--- src/rtl/afc_pkg.sv ---
// Shared constants and types for the axis-aligned box frustum culling block.
package afc_pkg;

    // Default sizes handed to the top level.
    localparam int DEFAULT_PLANE_COUNT = 6;
    localparam int DEFAULT_COORD_WIDTH = 16;

    // Number of plane registers in the configuration map.
    localparam int REG_COUNT = 6;

    // Configuration port sizes.
    localparam int CFG_INDEX_W = 3;
    localparam int CFG_DATA_W  = 64;

    // Packing of one plane register.
    localparam int NORMAL_W    = 16;
    localparam int OFFSET_W    = 16;
    localparam int NORMAL_FRAC = 14;
    localparam int NX_LSB      = 0;
    localparam int NY_LSB      = 16;
    localparam int NZ_LSB      = 32;
    localparam int D_LSB       = 48;

    // Number of axes of a box.
    localparam int AXES = 3;

    // Result beat width: visible in bit 0, padded to one byte.
    localparam int OUT_TDATA_W = 8;

    // Load enables for the plane evaluation stages.
    typedef struct packed {
        logic mul_en;
        logic add_en;
        logic cmp_en;
    } afc_stage_en_t;

endpackage

--- src/rtl/afc_plane_eval.sv ---
// Pipelined plane test: corner select and products, partial sums, final sum and sign.
module afc_plane_eval #(
    parameter int COORD_WIDTH = afc_pkg::DEFAULT_COORD_WIDTH
) (
    input  logic                          aclk,
    input  afc_pkg::afc_stage_en_t        stage_en,
    input  logic [afc_pkg::CFG_DATA_W-1:0] plane,
    input  logic signed [COORD_WIDTH:0]   lo_corner [afc_pkg::AXES],
    input  logic signed [COORD_WIDTH:0]   hi_corner [afc_pkg::AXES],
    output logic                          reject_reg
);
    import afc_pkg::*;

    localparam int CORNER_W = COORD_WIDTH + 1;
    localparam int PROD_W   = CORNER_W + NORMAL_W;
    localparam int D_SCALED_W = OFFSET_W + NORMAL_FRAC;
    localparam int SUM_W    = ((PROD_W > D_SCALED_W) ? PROD_W : D_SCALED_W) + 2;

    logic signed [NORMAL_W-1:0] normal [AXES];
    logic signed [OFFSET_W-1:0] offset;
    logic signed [CORNER_W-1:0] corner [AXES];
    logic signed [PROD_W-1:0]   prod_reg [AXES];
    logic signed [SUM_W-1:0]    sum_a_reg;
    logic signed [SUM_W-1:0]    sum_b_reg;
    logic signed [SUM_W-1:0]    total;

    // Unpack the plane register.
    assign normal[0] = plane[NX_LSB +: NORMAL_W];
    assign normal[1] = plane[NY_LSB +: NORMAL_W];
    assign normal[2] = plane[NZ_LSB +: NORMAL_W];
    assign offset    = plane[D_LSB +: OFFSET_W];

    // Pick the corner deepest inside the plane on each axis and multiply.
    always_comb begin
        for (int a = 0; a < AXES; a++) begin
            corner[a] = normal[a][NORMAL_W-1] ? hi_corner[a] : lo_corner[a];
        end
    end

    always_ff @(posedge aclk) begin
        if (stage_en.mul_en) begin
            for (int a = 0; a < AXES; a++) begin
                prod_reg[a] <= normal[a] * corner[a];
            end
        end
    end

    // Two partial sums; the offset is scaled to the product format.
    always_ff @(posedge aclk) begin
        if (stage_en.add_en) begin
            sum_a_reg <= SUM_W'(prod_reg[0]) + SUM_W'(prod_reg[1]);
            sum_b_reg <= SUM_W'(prod_reg[2]) + (SUM_W'(offset) <<< NORMAL_FRAC);
        end
    end

    // The plane rejects the box when the full sum is strictly positive.
    assign total = sum_a_reg + sum_b_reg;

    always_ff @(posedge aclk) begin
        if (stage_en.cmp_en) begin
            reject_reg <= !total[SUM_W-1] && (|total);
        end
    end

endmodule

--- config.mk ---
export PLATFORM = sky130hd
export DESIGN_NAME = afc_plane_eval
export DESIGN_NICKNAME = d
export VERILOG_FILES = /design/src/rtl/afc_pkg.sv /design/src/rtl/afc_plane_eval.sv
export SDC_FILE = /design/constraint.sdc
export NUM_CORES = 2
export LEC_CHECK = 0
export BUFFER_PORTS_ARGS = -buffer_cell sky130_fd_sc_hd__buf_4
export CORE_MARGIN = 8
export CORE_UTILIZATION = 52
export DETAILED_ROUTE_END_ITERATION = 6
export PLACE_DENSITY = 0.69
export SLEW_MARGIN = 20
export SYNTH_ARGS = -nofsm -noshare
export SYNTH_HDL_FRONTEND = slang
export SYNTH_SLANG_ARGS = --single-unit
--- constraint.sdc ---
create_clock -name aclk -period 7.1 [get_ports aclk]
set_input_delay 0.71 -clock aclk [delete_from_list [all_inputs] [get_ports aclk]]
set_output_delay 0.71 -clock aclk [all_outputs]
set_load 0.01 [all_outputs]
# [Yosys cells after proc, flatten, opt, wreduce, memory -nomap -nowiden]
# Memory sizes are Yosys's and may differ from the RTL's.
# Cells that the tools add are included.
[word_totals] register_bits=71 latchBits=0 mem_bits_rw=99 rom_bits=0 input_bits=170 wordCells=18 mem_count=1
[mem_list] memory="prod_reg" words=3 word_bits=33 rd=3 rd_clocked_by_memory_dff=0 wr=3 line_no="afc_plane_eval.sv:22" source="logic signed [PROD_W-1:0] prod_reg [AXES];"
[classes] addsub=3 mul=3 div=0 n_lt_le_gt_ge=0 n_eq_ne=0 shifts=0 mux=5 bitwise=0 reduce_logical=3
[ops] cell="$mul 16x17->33" count=3
[ops] cell="$mux 17" count=3
[ops] cell="$add 35x35->35" count=1
[ops] cell="$reduce_or 35->1" count=1
[ops] cell="$add 33x30->34" count=1
[ops] cell="$add 33x33->34" count=1
[ops] cell="$mux 1" count=2
[ops] cell="$logic_and 1x1->1" count=1
[ops] cell="$logic_not 1->1" count=1

# [Logic depth before layout (Yosys ltp)]
[depth] ltp_word=3 depth_mapped=28

# [Least setup slack after synthesis]
# OpenSTA, ideal clock, no wires.
[synth_path] kind="input-to-reg" from="input port plane[31] (netlist name)" to="memory prod_reg[0][61] (netlist name), data pin" setup_time_ns=0.258 arrival_ns=7.098 setup_slack_ns=-0.255 cell_stages=26 n_path_buf=2 cell_sequence="clkbuf_1 > mux2_2 > clkbuf_1 > and2_1 > fa_1 > inv_1 > fa_1 > fa_1 > inv_1 > fa_1 > fa_1 > inv_1 > fa_1 > inv_1 > ha_1 > a21o_1 > a21o_1 > a21o_1 > a21oi_1 > o21ai_0 > o41a_1 > a21oi_1 > o21ai_0 > a41oi_1 > nor2b_1 > xnor2_1"
[synth_rtl] item="from (decl)" line_no="afc_plane_eval.sv:7" source="input logic [afc_pkg::CFG_DATA_W-1:0] plane,"
[synth_rtl] item="to (decl)" line_no="afc_plane_eval.sv:22"

==> metrics list <==
- The run finished with clean final reports.
* Number of vias per cell after detailed routing: 5.23
- Layout Skew: 19.2 ps
- STA puts the critical path data required time at 7290 ps.
* Avg Synthesized Cell Area: 9.58 um2
- Across all register-to-register paths, the minimum setup slack is about 2500 ps.
* Worst reg2reg endpoint: reject_reg$_DFFE_PP_
* WL per Instance: 16.9 um
- Summing the areas of all and, or, nand and nor instances in the mapped netlist gives 14.3% of the synthesized area.
- Worst max-slew margin expressed relative to the limit: 26.6%
- The clock passes through at most 2 buffers.
- Final count of negative-setup-slack endpoints: 0
- Beginning of the worst register-to-register path: sum_a_reg[0]$_DFFE_PP_
- Share of flip-flops with an asynchronous set or reset: 0%
* Synthesized-area fraction occupied by adder cells: 51.1%
- The final number of hold-violating endpoints is 0.
* Number of top-level pins: 171
- In this run, post-CTS repair resized a total of 0 instances.
* 1st-pass router iterations: 5
- Post-synth EDFFs: 168
- Worst Setup End Kind: flip-flop
- The initialized floorplan defines 103 standard-cell rows.
- Iter 0 DRT Violations: 1574
* Post-CTS Hold Buffers: 0
* Synthesized-area fraction occupied by xor and xnor cells: 3.43%
- Net count reported at finish: 5852
* Layout cells sized above 1: slightly above 10%
* Fraction of synthesized cell area taken by the top area cell type: 40.7%
- Wire length after detailed routing: 94.4 mm
* Maximum number of pins on one net before global-route repair: 69
- Synthesized net count: about 5600
- Summed over all instances, the cell type with the most area after synthesis is fa_1.
- In this run the post-CTS setup repair buffer count came out at 0.
- The die is 296 um wide.
- Commonest non-fill, non-tap cells in the layout: inv_1, fa_1, nand2_1
* Number of distinct library cells after synthesis: 79
* Port Buffer Count: 170
- After clock tree synthesis, the clock-pin slew on the worst setup and hold paths is 70 ps.
- Main combinational cell family by area after synthesis: adder cells
* CP max stage delay: between 500 and 600 ps
- Min-Delay Path Class: flip-flop to flip-flop
* Gr ovfl total: 0
* H-tree depth: 4
- Warnings from Yosys: 0
* Critical path fanouts, max: 8
- The worst hold path terminates at sum_b_reg[11]$_DFFE_PP_.
- For the pin with the worst max-slew slack, the measured transition is 1070 ps.
- After layout, the worst setup slack is 277 ps.
- Cell occurring most often along the worst timing path: fa_1
* Setup repair after global routing missed its margin: false
* Starting density of the core: 52.1%
- Number of vias in the routed layout: 29200
- The register with the most flip-flops in the layout has 99 of them.
* Ranking of synthesized cells by area: fa_1, edfxtp_1, ha_1
- Most frequent standard cell in the layout excluding fill and tap cells: inv_1
- Timing would allow up to 0.147 GHz.
- Number of cells produced by synthesis: 4267
- Final-layout fill cell count: 6920
- Clock latency on the worst-skew pair: 450 ps
- From synthesis to final layout, the design area changed by 10.1%.
- STA classifies the critical path startpoint as an input pin.
* Max cap viols: 0
* Number of antenna violations at the first check in global routing: 5
* Vias in the first global route: 31500
- Summing the sequential cell areas from Yosys gives 12.3% of the chip area.
* Hold Crit Depth: 0
- Multiplexer share of the synthesized area: 1.55%
- Data arrival time of the critical path: approximately 7000 ps
- Overall die area: 87800 um2
- For this run, design rule violations remaining after detail routing come to 0.
* Compound-Gate Fraction of Synth Area: roughly 7%
- The number of cells on the worst reg-to-reg path is 14.
- The setup path with the least slack is of type input pin to flip-flop.
* GP Congestion: 0.900
* Worst hold start: prod_reg[0][77]$_DFFE_PP_
- Number of buffers inserted during clock tree synthesis: 17
* Floorplan die height: about 300 um
- Hold timing on the final database bottoms out at a slack of 417 ps.
* Clock root buffer: clkbuf_16
- Category of cells accounting for the largest share of critical-path delay: adder cells
- Minimum period implied by the final worst setup slack: 6820 ps
- # clock sinks: 168
* Dominant register cell in the synthesized netlist: edfxtp_1
- For this design, the slowest cell found on the critical path is fa_1.
- The synthesized design contains 168 register bits.
- The count of final max-slew check failures was 0.
- Setup slack after placement: -189 ps
- The cell area that synthesis handed to floorplanning was 40900 um2.
- The core region is between 70000 and 80000 um2.
- Counting both buffers and inverters, the worst setup path holds a total of 6.
* Antenna-violating nets left: 0
* TritonCTS clock tree: built
- Post-DP HPWL: 82.7 mm
* All-layer global routing usage: 22.4%
- The first global-routing pass estimated 159 mm of wire.
- Final worst path period share: 96.1%
## cell families after synthesis
family	after synthesis
buffers and inverters	1094
multiplexers	57
AO/OA/AOI/OAI	439
flip-flops	168
AND/OR/NAND/NOR	1180
XOR/XNOR	160
adder cells (fa/ha/maj)	1169
## stage by stage
stage / area, um2 / std cells / utilization, % / TNS [ps]
floorplan: 40900 / 4267 / - / -3.78
global placement: 44400 / 5544 / 56.6 / -256
detailed placement: 44400 / 5544 / 56.6 / -1110
CTS: 45000 / 5576 / 57.4 / 0
global route: 45000 / 5576 / 57.4 / 0
finish: 45000 / 5578 / 57.4 / 0
## layer usage
| layer | GRT usage (%) | vias to the layer above | part of all wire, % |
|---|---|---|---|
| met2 | 38.9 | 627 | 50 |
| met5 | 0 | - | 0.043 |
| met1 | 30.4 | 14800 | 43 |
| li1 | - | 13600 | - |
| met3 | 2.45 | 136 | 4.1 |
| met4 | 5.04 | 6 | 2.3 |
## cell usage after synthesis (35+ instances only)
master,instances
clkbuf_1,116
nand3_1,45
xnor2_1,133
a21oi_1,134
nor2_1,128
ha_1,338
nand2_1,451
o21ai_0,70
a21o_1,66
inv_1,968
edfxtp_1,168
nand2b_1,43
fa_1,831
nor3_1,35
and2_1,359
mux2_2,49
nor2b_1,57
## worst max path at each step
| stage | start | to | cells after the start |
|---|---|---|---|
| 3_5_place_dp | plane[31] | prod_reg[0][65]$_DFFE_PP_ | 25 |
| 6_report | plane[31] | prod_reg[0][61]$_DFFE_PP_ | 25 |
| 2_1_floorplan | plane[31] | prod_reg[0][61]$_DFFE_PP_ | 26 |
| 4_1_cts | plane[31] | prod_reg[0][61]$_DFFE_PP_ | 25 |
| 3_3_place_gp | plane[47] | prod_reg[0][96]$_DFFE_PP_ | 25 |
| 5_1_grt | plane[31] | prod_reg[0][64]$_DFFE_PP_ | 28 |
## layout make-up
type | count | area (um2) | share of cell area, %
Inverter | 969 | 3640 | 8.09
Tap cell | 1050 | 1310 | 2.92
Multi-Input combinational cell | 3005 | 31700 | 70.5
Sequential cell | 168 | 5040 | 11.2
Clock buffer | 17 | 425 | 0.946
Antenna cell | 2 | 5.00 | 0.0111
Timing Repair Buffer | 352 | 2680 | 5.96
Clock inverter | 15 | 174 | 0.387
Power is left out: the tool's default activity adds up to more than one toggle a clock period on the data nets, which glitch-free logic cannot reach.
